<file path="src/rtl/core/fqs_pkg.sv">
// Shared types and codes for the FIFO queue with membership search.
package fqs_pkg;

   localparam int CMD_W    = 2;
   localparam int STATUS_W = 2;
   localparam int VALUE_W  = 32;

   localparam logic [CMD_W-1:0] CMD_PUSH   = 2'd0;
   localparam logic [CMD_W-1:0] CMD_POP    = 2'd1;
   localparam logic [CMD_W-1:0] CMD_SEARCH = 2'd2;

   localparam logic [STATUS_W-1:0] STATUS_OK        = 2'd0;
   localparam logic [STATUS_W-1:0] STATUS_POP_EMPTY = 2'd1;
   localparam logic [STATUS_W-1:0] STATUS_PUSH_FULL = 2'd2;

   typedef enum logic [1:0] {
      SEQ_IDLE,
      SEQ_EXEC,
      SEQ_POP_READ,
      SEQ_SCAN
   } fqs_state_type;

endpackage

</file>
<file path="src/rtl/core/fqs_ram.sv">
// Generic single-write, single-read RAM with registered read data.
module fqs_ram #(
   parameter int WIDTH = 32,
   parameter int DEPTH = 16
) (
   input  logic                     clock,
   input  logic                     wr_en,
   input  logic [$clog2(DEPTH)-1:0] wr_addr,
   input  logic [WIDTH-1:0]         wr_data,
   input  logic [$clog2(DEPTH)-1:0] rd_addr,
   output logic [WIDTH-1:0]         rd_data
);

   logic [WIDTH-1:0] mem_ff [DEPTH];
   logic [WIDTH-1:0] rd_data_ff;

   always_ff @(posedge clock) begin
      if (wr_en) begin
         mem_ff[wr_addr] <= wr_data;
      end
      rd_data_ff <= mem_ff[rd_addr];
   end

   assign rd_data = rd_data_ff;

endmodule

</file>
<file path="src/rtl/core/fifo_queue_with_search_core.sv">
// Top level of the FIFO queue with membership search: sequencer, pointers and store.
//
//   channel  | ports                                          | handshake
//   ---------+------------------------------------------------+--------------------------
//   request  | req_cmd, req_value                             | start high, busy low
//   response | rsp_head_value, rsp_found, rsp_status,         | rsp_strobe, one cycle,
//            | rsp_is_empty                                   | no back pressure
//
// Sequencer states per transaction, from acceptance to the strobe:
//   push, unused code, pop on empty, search on empty: answered from EXEC.
//   pop: EXEC, then POP_READ for the registered read of the store.
//   search: EXEC, then SCAN over k entries compared before a match or the tail (1..depth);
//   the single store read port and the one comparator make the walk go one entry at a time.
// busy stays high from the accepting edge until the response is strobed; a new
// transaction may be accepted in the strobe cycle itself.
// reset is synchronous and clears the pointers, the entry count and the sequencer.
// The store itself is not cleared: no command can read a slot before it was written.
module fifo_queue_with_search_core #(
   parameter int QUEUE_DEPTH = 16,
   parameter int DATA_WIDTH  = 32
) (
   input  logic                               clock,
   input  logic                               reset,
   input  logic                               start,
   output logic                               busy,
   input  logic [fqs_pkg::CMD_W-1:0]          req_cmd,
   input  logic signed [fqs_pkg::VALUE_W-1:0] req_value,
   output logic                               rsp_strobe,
   output logic signed [fqs_pkg::VALUE_W-1:0] rsp_head_value,
   output logic                               rsp_found,
   output logic [fqs_pkg::STATUS_W-1:0]       rsp_status,
   output logic                               rsp_is_empty
);

   localparam int PTR_W = $clog2(QUEUE_DEPTH);
   localparam int CNT_W = $clog2(QUEUE_DEPTH + 1);
   localparam logic [PTR_W-1:0] LAST_SLOT  = PTR_W'(QUEUE_DEPTH - 1);
   localparam logic [CNT_W-1:0] FULL_COUNT = CNT_W'(QUEUE_DEPTH);
   localparam logic [CNT_W-1:0] ONE_COUNT  = CNT_W'(1);

   // Step a ring pointer, wrapping from the last slot back to zero.
   function automatic logic [PTR_W-1:0] next_slot(input logic [PTR_W-1:0] slot);
      next_slot = (slot == LAST_SLOT) ? '0 : slot + PTR_W'(1);
   endfunction

   fqs_pkg::fqs_state_type state_ff, state_in;

   logic [fqs_pkg::CMD_W-1:0]    cmd_ff, cmd_in;
   logic [DATA_WIDTH-1:0]        value_ff, value_in;
   logic [PTR_W-1:0]             rd_ptr_ff, rd_ptr_in;
   logic [PTR_W-1:0]             wr_ptr_ff, wr_ptr_in;
   logic [CNT_W-1:0]             count_ff, count_in;
   logic [PTR_W-1:0]             scan_ptr_ff, scan_ptr_in;
   logic [CNT_W-1:0]             left_ff, left_in;

   logic                         strobe_ff, strobe_in;
   logic [fqs_pkg::VALUE_W-1:0]  head_ff, head_in;
   logic                         found_ff, found_in;
   logic [fqs_pkg::STATUS_W-1:0] status_ff, status_in;
   logic                         empty_ff, empty_in;

   // Store port signals.
   logic                         ram_we;
   logic [PTR_W-1:0]             ram_raddr;
   logic [DATA_WIDTH-1:0]        ram_rdata;
   logic                         match;

   fqs_ram #(
      .WIDTH (DATA_WIDTH),
      .DEPTH (QUEUE_DEPTH)
   ) u_store (
      .clock   (clock),
      .wr_en   (ram_we),
      .wr_addr (wr_ptr_ff),
      .wr_data (value_ff),
      .rd_addr (ram_raddr),
      .rd_data (ram_rdata)
   );

   // The one comparator: store word against the held operand.
   assign match = (ram_rdata == value_ff);

   always_comb begin
      state_in    = state_ff;
      cmd_in      = cmd_ff;
      value_in    = value_ff;
      rd_ptr_in   = rd_ptr_ff;
      wr_ptr_in   = wr_ptr_ff;
      count_in    = count_ff;
      scan_ptr_in = scan_ptr_ff;
      left_in     = left_ff;
      strobe_in   = 1'b0;
      head_in     = head_ff;
      found_in    = found_ff;
      status_in   = status_ff;
      empty_in    = empty_ff;
      ram_we      = 1'b0;
      ram_raddr   = rd_ptr_ff;

      case (state_ff)
         fqs_pkg::SEQ_IDLE: begin
            // Capture the transaction; keep only the stored width of the value.
            if (start) begin
               cmd_in   = req_cmd;
               value_in = DATA_WIDTH'($unsigned(req_value));
               state_in = fqs_pkg::SEQ_EXEC;
            end
         end

         fqs_pkg::SEQ_EXEC: begin
            case (cmd_ff)
               fqs_pkg::CMD_PUSH: begin
                  head_in   = '0;
                  found_in  = 1'b0;
                  strobe_in = 1'b1;
                  state_in  = fqs_pkg::SEQ_IDLE;
                  if (count_ff == FULL_COUNT) begin
                     // Drop the value, leave the queue as it is.
                     status_in = fqs_pkg::STATUS_PUSH_FULL;
                     empty_in  = 1'b0;
                  end else begin
                     ram_we    = 1'b1;
                     wr_ptr_in = next_slot(wr_ptr_ff);
                     count_in  = count_ff + ONE_COUNT;
                     status_in = fqs_pkg::STATUS_OK;
                     empty_in  = 1'b0;
                  end
               end

               fqs_pkg::CMD_POP: begin
                  if (count_ff == '0) begin
                     head_in   = '0;
                     found_in  = 1'b0;
                     status_in = fqs_pkg::STATUS_POP_EMPTY;
                     empty_in  = 1'b1;
                     strobe_in = 1'b1;
                     state_in  = fqs_pkg::SEQ_IDLE;
                  end else begin
                     // Read the head slot; data lands next cycle.
                     ram_raddr = rd_ptr_ff;
                     state_in  = fqs_pkg::SEQ_POP_READ;
                  end
               end

               fqs_pkg::CMD_SEARCH: begin
                  if (count_ff == '0) begin
                     head_in   = '0;
                     found_in  = 1'b0;
                     status_in = fqs_pkg::STATUS_OK;
                     empty_in  = 1'b1;
                     strobe_in = 1'b1;
                     state_in  = fqs_pkg::SEQ_IDLE;
                  end else begin
                     // Start the walk at the head; prefetch one slot ahead.
                     ram_raddr   = rd_ptr_ff;
                     scan_ptr_in = next_slot(rd_ptr_ff);
                     left_in     = count_ff;
                     state_in    = fqs_pkg::SEQ_SCAN;
                  end
               end

               default: begin
                  // Unused code: report the current fill state only.
                  head_in   = '0;
                  found_in  = 1'b0;
                  status_in = fqs_pkg::STATUS_OK;
                  empty_in  = (count_ff == '0);
                  strobe_in = 1'b1;
                  state_in  = fqs_pkg::SEQ_IDLE;
               end
            endcase
         end

         fqs_pkg::SEQ_POP_READ: begin
            head_in   = fqs_pkg::VALUE_W'(ram_rdata);
            found_in  = 1'b0;
            status_in = fqs_pkg::STATUS_OK;
            empty_in  = (count_ff == ONE_COUNT);
            rd_ptr_in = next_slot(rd_ptr_ff);
            count_in  = count_ff - ONE_COUNT;
            strobe_in = 1'b1;
            state_in  = fqs_pkg::SEQ_IDLE;
         end

         fqs_pkg::SEQ_SCAN: begin
            if (match || left_ff == ONE_COUNT) begin
               // Stop on the first hit or after the tail entry.
               head_in   = '0;
               found_in  = match;
               status_in = fqs_pkg::STATUS_OK;
               empty_in  = 1'b0;
               strobe_in = 1'b1;
               state_in  = fqs_pkg::SEQ_IDLE;
            end else begin
               // Advance to the next entry toward the tail.
               ram_raddr   = scan_ptr_ff;
               scan_ptr_in = next_slot(scan_ptr_ff);
               left_in     = left_ff - ONE_COUNT;
            end
         end

         default: begin
            state_in = fqs_pkg::SEQ_IDLE;
         end
      endcase
   end

   always_ff @(posedge clock) begin
      if (reset) begin
         state_ff  <= fqs_pkg::SEQ_IDLE;
         rd_ptr_ff <= '0;
         wr_ptr_ff <= '0;
         count_ff  <= '0;
         strobe_ff <= 1'b0;
      end else begin
         state_ff  <= state_in;
         rd_ptr_ff <= rd_ptr_in;
         wr_ptr_ff <= wr_ptr_in;
         count_ff  <= count_in;
         strobe_ff <= strobe_in;
      end
   end

   // Operand, walk and response payload: no reset needed.
   always_ff @(posedge clock) begin
      cmd_ff      <= cmd_in;
      value_ff    <= value_in;
      scan_ptr_ff <= scan_ptr_in;
      left_ff     <= left_in;
      head_ff     <= head_in;
      found_ff    <= found_in;
      status_ff   <= status_in;
      empty_ff    <= empty_in;
   end

   assign busy           = (state_ff != fqs_pkg::SEQ_IDLE);
   assign rsp_strobe     = strobe_ff;
   assign rsp_head_value = head_ff;
   assign rsp_found      = found_ff;
   assign rsp_status     = status_ff;
   assign rsp_is_empty   = empty_ff;

endmodule

</file>
<file path="config.mk">
export PLATFORM = sky130hd
export DESIGN_NAME = fifo_queue_with_search_core
export DESIGN_NICKNAME = d
export VERILOG_FILES = /design/src/rtl/core/fqs_pkg.sv /design/src/rtl/core/fqs_ram.sv /design/src/rtl/core/fifo_queue_with_search_core.sv
export SDC_FILE = /design/constraint.sdc
export NUM_CORES = 1
export LEC_CHECK = 0
export ABC_AREA = 1
export BUFFER_PORTS_ARGS = -buffer_cell sky130_fd_sc_hd__buf_4
export CORE_MARGIN = 1
export CORE_UTILIZATION = 57
export CTS_BUF_LIST = sky130_fd_sc_hd__clkbuf_2
export CTS_CLUSTER_SIZE = 24
export DETAILED_ROUTE_END_ITERATION = 10
export HOLD_SLACK_MARGIN = 0.02
export PLACE_DENSITY = 0.75
export SLEW_MARGIN = 15
export SYNTH_ARGS = -nofsm -noshare
export SYNTH_HDL_FRONTEND = slang
export SYNTH_SLANG_ARGS = --single-unit
</file>
<file path="constraint.sdc">
create_clock -name clock -period 12.15 [get_ports clock]
set_input_delay 1.8225 -clock clock [delete_from_list [all_inputs] [get_ports clock]]
set_output_delay 1.8225 -clock clock [all_outputs]
set_load 0.02 [all_outputs]
</file>
# == Word-level counts from Yosys, hierarchy flattened ==
# Memory sizes are Yosys's and may differ from the RTL's. A register that Yosys moved wholly into a read port is not among the register bits.
# Cells that the tools add are included.
# totals
ff_bits,95
ram_bits,512
in_bits,37
out_inout_bits,38
wordCells,107
mem_count,1
# memory_table
name,words,word_bits,read_ports,rd_ports_with_merged_regs,write_ports,line,source
u_store.mem_ff,16,32,1,1,1,fqs_ram.sv:14,logic [WIDTH-1:0] mem_ff [DEPTH];
# op_classes
add_sub_neg,6
eq_ne,22
n_mux,48
bitwise,1
n_reduce_logical,16
# op_table
operator,count
two-way mux 32 bit,3
one-hot mux 32 bit (3 select lines),1
equality test 32 bit,1
two-way mux 4 bit,8
two-way mux 5 bit,5
one-hot mux 5 bit (2 select lines),2
two-way mux 2 bit,7
two-way mux 1 bit,13
adder 4 x 1 -> 4 bit (second input constant),3
equality test 4 bit (second input constant),3
!= test 2 bit (second input constant),6
one-hot mux 2 bit (3 select lines),2
equality test 5 x 1 -> 1 bit (second input constant),2
subtractor 5 x 1 -> 5 bit (second input constant),2
!= test 3 bit (second input constant),3
one-hot mux 1 bit (3 select lines),3
AND reduction 3 bit,3
one-hot mux 2 bit (4 select lines),1
one-hot mux 4 bit (2 select lines),1
AND reduction 4 bit,2
equality test 2 bit (second input constant),3
nonzero test 2 bit,3
adder 5 x 1 -> 5 bit (second input constant),1
equality test 5 bit (second input constant),1
11 further kinds,14

# == Longest topological paths before layout ==
# depth
word_depth,6
depth_mapped,18
mapped_depth_nobuf,17

# == Cells and area by module ==
# A second synthesis with hierarchy kept.
# hier_totals
cells_unflattened,2545
hier_area_um2,27118.5
# by_module_without_submodules
module,instances,cells_per_inst,area_per_inst_um2,seq_area_each_um2
fqs_ram,1,2121,22738.1,16015.4
fifo_queue_with_search_core,1,424,4380.5,2692.6

# == Worst setup path after synthesis ==
# No wires, ideal clock.
# synth_path
path_kind,register to register
start,reg count_ff[0]
end,"mem u_store.mem_ff[7][0], enable pin"
setup_time_ns,0.461
arrival_ns,3.428
required_time_ns,11.689
path_slack_ns,8.261
path_stages_with_launch,8
n_path_buf,0
synth_period_minus_slack_ns,3.889
path_cell_list,dfxtp_1 > inv_1 > ha_1 > nand3_1 > nand2_1 > inv_1 > nand2_1 > nor3_1
# synth_between
elab_chain_cells,6
# synth_lines
item,line,source
"start, declared",fifo_queue_with_search_core.sv:52,"logic [CNT_W-1:0] count_ff, count_in;"
"start signal, assigned",fifo_queue_with_search_core.sv:219,count_ff <= count_in;
equality test 5 bit,fifo_queue_with_search_core.sv:117,if (count_ff == FULL_COUNT) begin
two-way mux 1 bit,fifo_queue_with_search_core.sv:117,
two-way mux 1 bit,fifo_queue_with_search_core.sv:111,case (cmd_ff)
two-way mux 1 bit,fifo_queue_with_search_core.sv:100,case (state_ff)
two-way mux 1 bit,fqs_ram.sv:18,if (wr_en) begin
two-way mux 1 bit (not written as such),fqs_ram.sv:19,mem_ff[wr_addr] <= wr_data;
"end, declared",fqs_ram.sv:14,
# Every way passes these cells.

# == Final worst setup path ==
# layout_path
start,reg value_ff[23]
end,reg u_store.rd_data_ff[10] (netlist: u_store.rd_data[10]) (read register of u_store.mem_ff)
# layout_between
elab_chain_cells,4
# layout_lines
item,line,source
"start, declared",fifo_queue_with_search_core.sv:49,"logic [DATA_WIDTH-1:0] value_ff, value_in;"
"start signal, assigned",fifo_queue_with_search_core.sv:227,value_ff <= value_in;
equality test 32 bit,fifo_queue_with_search_core.sv:81,assign match = (ram_rdata == value_ff);
logical OR 1 bit,fifo_queue_with_search_core.sv:186,if (match || left_ff == ONE_COUNT) begin
two-way mux 4 bit,fifo_queue_with_search_core.sv:186,
two-way mux 4 bit,--,
"end, declared",fqs_ram.sv:15,logic [WIDTH-1:0] rd_data_ff;
# Every way passes these cells.
# A chain may end at the register's enable or synchronous reset.

==> results.py <==
metrics = {
    "run_status": {
        "status": "finished, final reports clean",
    },
    "detailed_routing": {
        "postRouteAntennaNets": 0,
        "routed_via_density": 5.52,
        "vias": 19400,
        "dr.first_iter.drc_count": 2198,
        "met3_length_um": 8160,
        "met2WireLength_um": 32400,
        "first_pass_iters": 5,
        "top_layer": "met5",
        "routed_wl_um": 69800,
        "routedWlPerCell_um": 19.9,
        "drc_errors": 0,
        "wl_met1_um": 26900,
    },
    "setup_path": {
        "cp.required_ps": 13290,
        "reg2reg_setup_slack_ps": 7020,
        "r2r_start": "value_ff[23]$_DFFE_PP_",
        "critPathMaxFanout": 96,
        "critPathLaunchType": "flop",
        "cp-end-kind": "flop",
        "regToRegEndpoint": "u_store.rd_data[10]$_DFF_P_",
        "path_class": "flop to flop",
        "cp.arrival_ps": 6270,
        "reg2reg_depth": 15,
    },
    "die": {
        "placementRows": 80,
        "die-area_um2": 49200,
        "ios": 75,
        "fp.dieH_um": 222,
        "core_area_um2": 47700,
        "start_util": 0.577,
        "die_x_um": 222,
    },
    "finish": {
        "fin_nets": 2814,
        "register_area_um2": 18700,
        "synthToLayoutAreaGrowth_pct": 9.83,
        "design_area_um2": 30300,
        "layout-drive-gt1-share": 0.136,
        "fill_cells": 3618,
        "multi_input_area_um2": 6180,
    },
    "pwr": {
        "vdd_ir_drop_max_v": 0.0000740,
        "total_power_mw": 4.12,
        "power_leakage_nw": 13.2,
        "powerDensity_nw_per_um2": 136,
    },
    "cts": {
        "cts_hold_buf": 0,
        "insertion_delay_ps": 1320,
        "clkSlewWorstSetupHoldPaths_ps": 100,
        "cts_sinks": 639,
        "cts-root-buf": "clkbuf_2",
        "post_cts_resized": 0,
        "tritoncts": "built",
        "htree_levels": 4,
        "numCtsBuffers": 154,
        "postCtsSetupRepairBufs": 0,
        "clk_path_buf_depth": 3,
    },
    "synth": {
        "synthDistinctLibCells": 28,
        "yosysSeqAreaShare": 0.679,
        "syn_area_um2": 27600,
        "synth_area_leader_cell": "edfxtp_1",
        "ys.warnings.count": 0,
        "synth_seq_cells": 639,
        "synth_top_area_share": 0.644,
        "syn_area_per_cell_um2": 10.5,
        "synthCells": 2623,
        "synth_top_cells_by_area": "edfxtp_1 64%, nand3_1 11%, inv_1 8.0%, nand2_1 6.4%, dfxtp_1 3.5%",
        "syn-num-nets": 2676,
    },
    "global_route": {
        "grt_pass1_vias": 18700,
        "antenna_found_initial": 2,
        "grt_pass1_wl_um": 105000,
        "grt_overflow": 0,
        "grt_max_degree": 107,
        "grtUsageTotal": 0.288,
    },
    "timing": {
        "fmax_ghz": 0.195,
        "setup_viol": 0,
        "min_period_ps": 5130,
        "whs_ps": 537,
        "fin_worst_skew_ps": 98.8,
        "fin_tns_setup_ps": 0,
        "slew_headroom": 0.207,
        "rsz0062_at_grt": "no",
        "slew_viol_final": 0,
        "period_share": 0.422,
        "tightest_slew_ps": 1190,
        "hold_viol_final": 0,
    },
    "min_path": {
        "hold_class": "flop to flop",
        "min_to": "rd_ptr_ff[1]$_SDFFE_PP0P_",
        "min_path_cells": 2,
        "min_from": "rd_ptr_ff[1]$_SDFFE_PP0P_",
    },
    "place": {
        "finalWeightedCongestion": 0.837,
        "port_buffers": 74,
        "hpwl_um": 36400,
        "placed_cell_area_um2": 28700,
    },
    "flow_run": {
        "cap_violations": 0,
    },
}
-- worst max path at each step --
| stage | from | endpoint | slack, ps | cells past startpoint |
|---|---|---|---|---|
| global placement | value_ff[23]$_DFFE_PP_ | u_store.rd_data[13]$_DFF_P_ | 7280 | 15 |
| detailed placement | value_ff[23]$_DFFE_PP_ | u_store.rd_data[10]$_DFF_P_ | 7180 | 15 |
| finish | value_ff[23]$_DFFE_PP_ | u_store.rd_data[10]$_DFF_P_ | 7020 | 15 |
| global route | value_ff[23]$_DFFE_PP_ | u_store.rd_data[9]$_DFF_P_ | 6750 | 15 |
| CTS | value_ff[23]$_DFFE_PP_ | u_store.rd_data[10]$_DFF_P_ | 7160 | 15 |
| floorplan | count_ff[0]$_SDFFE_PP0P_ | u_store.mem_ff[7][0]$_DFFE_PP_ | 8260 | 7 |
-- cell type report --
cell class | count | share of cell area
inverter | 589 | 0.0731
timing repair buffer | 106 | 0.0263
clock inverter | 52 | 0.0136
clock buffer | 237 | 0.0392
antenna | 2 | 0.000165
sequential | 639 | 0.618
multi-input combinational | 1271 | 0.204
tap | 615 | 0.0254
-- logic make-up after synthesis --
family,synth area share
AOI/OAI and AO/OA,0.00963
xor gates and xnor gates,0.00922
adders and majority gates,0.00726
buffers and inverters,0.104
DFF,0.679
and+or+nand+nor,0.191
-- placed cells by master, fill, tap and decap left out, drive strengths merged --
cell type,count
xor2,2
o211ai,3
ha,16
o21ai,27
dfxtp,48
nand3,620
nor3,7
clkinv,40
nand2,475
clkbuf,237
a31oi,1
xnor2,27
a2111oi,1
a21oi,14
edfxtp,591
clkinvlp,4
nand4,3
nor2,74
buf,106
bufinv,7
inv,590
diode,2
and3,1
-- sequential cells by signal, summed over array words and instances (netlist names) --
name	count
rsp_strobe	1
left_ff	5
cmd_ff	2
rsp_status	2
scan_ptr_ff	4
state_ff	2
wr_ptr_ff	4
rsp_head_value	32
rsp_found	1
u_store.rd_data	32
u_store.mem_ff	512
count_ff	5
rd_ptr_ff	4
rsp_is_empty	1
value_ff	32
-- critical path: stages, from the launching register on --
cell and delay, ps:
edfxtp_1 640, xnor2_1 400, nand2_1 190, nor2_1 120, nand2_1 130, nor2_1 200
nand2_2 150, nand2_4 200, nand2_4 500, nand2_4 800, buf_4 980, nand2_1 160
nand3_1 120, nand3_1 90, nand3_1 120, nand2_1 60
-- cells in the mapped netlist (all sizes together) --
cell     count
xnor2       27
nand2      475
dfxtp       48
nor2        74
xor2         2
a31oi        1
buf         92
edfxtp     591
ha          16
o211ai       3
nand4        3
o21ai       27
inv        589
and3         1
nor3         7
clkbuf      32
nand3      620
a21oi       14
a2111oi      1
-- report_power, final --
group	switching [mW]	leakage (nW)	internal (mW)
Combinational	0.0748	6.31	0.0399
Clock	0.859	1.16	0.672
Sequential	0.0424	5.76	2.43
Total	0.976	13.2	3.14
-- metal layers --
layer,up-vias,GRT usage
met5,-,0
met4,2,0.137
met3,186,0.0747
met2,1167,0.449
met1,9110,0.380
li1,8925,-
-- through the flow --
step,utilization,cells,setup WS [ps]
finish,0.634,3511,7020
floorplan,-,2623,8260
detailed placement,0.600,3220,7180
CTS,0.634,3509,7160
global route,0.634,3511,6750
global placement,0.600,3220,7280
(Power assumes the default switching activity.)
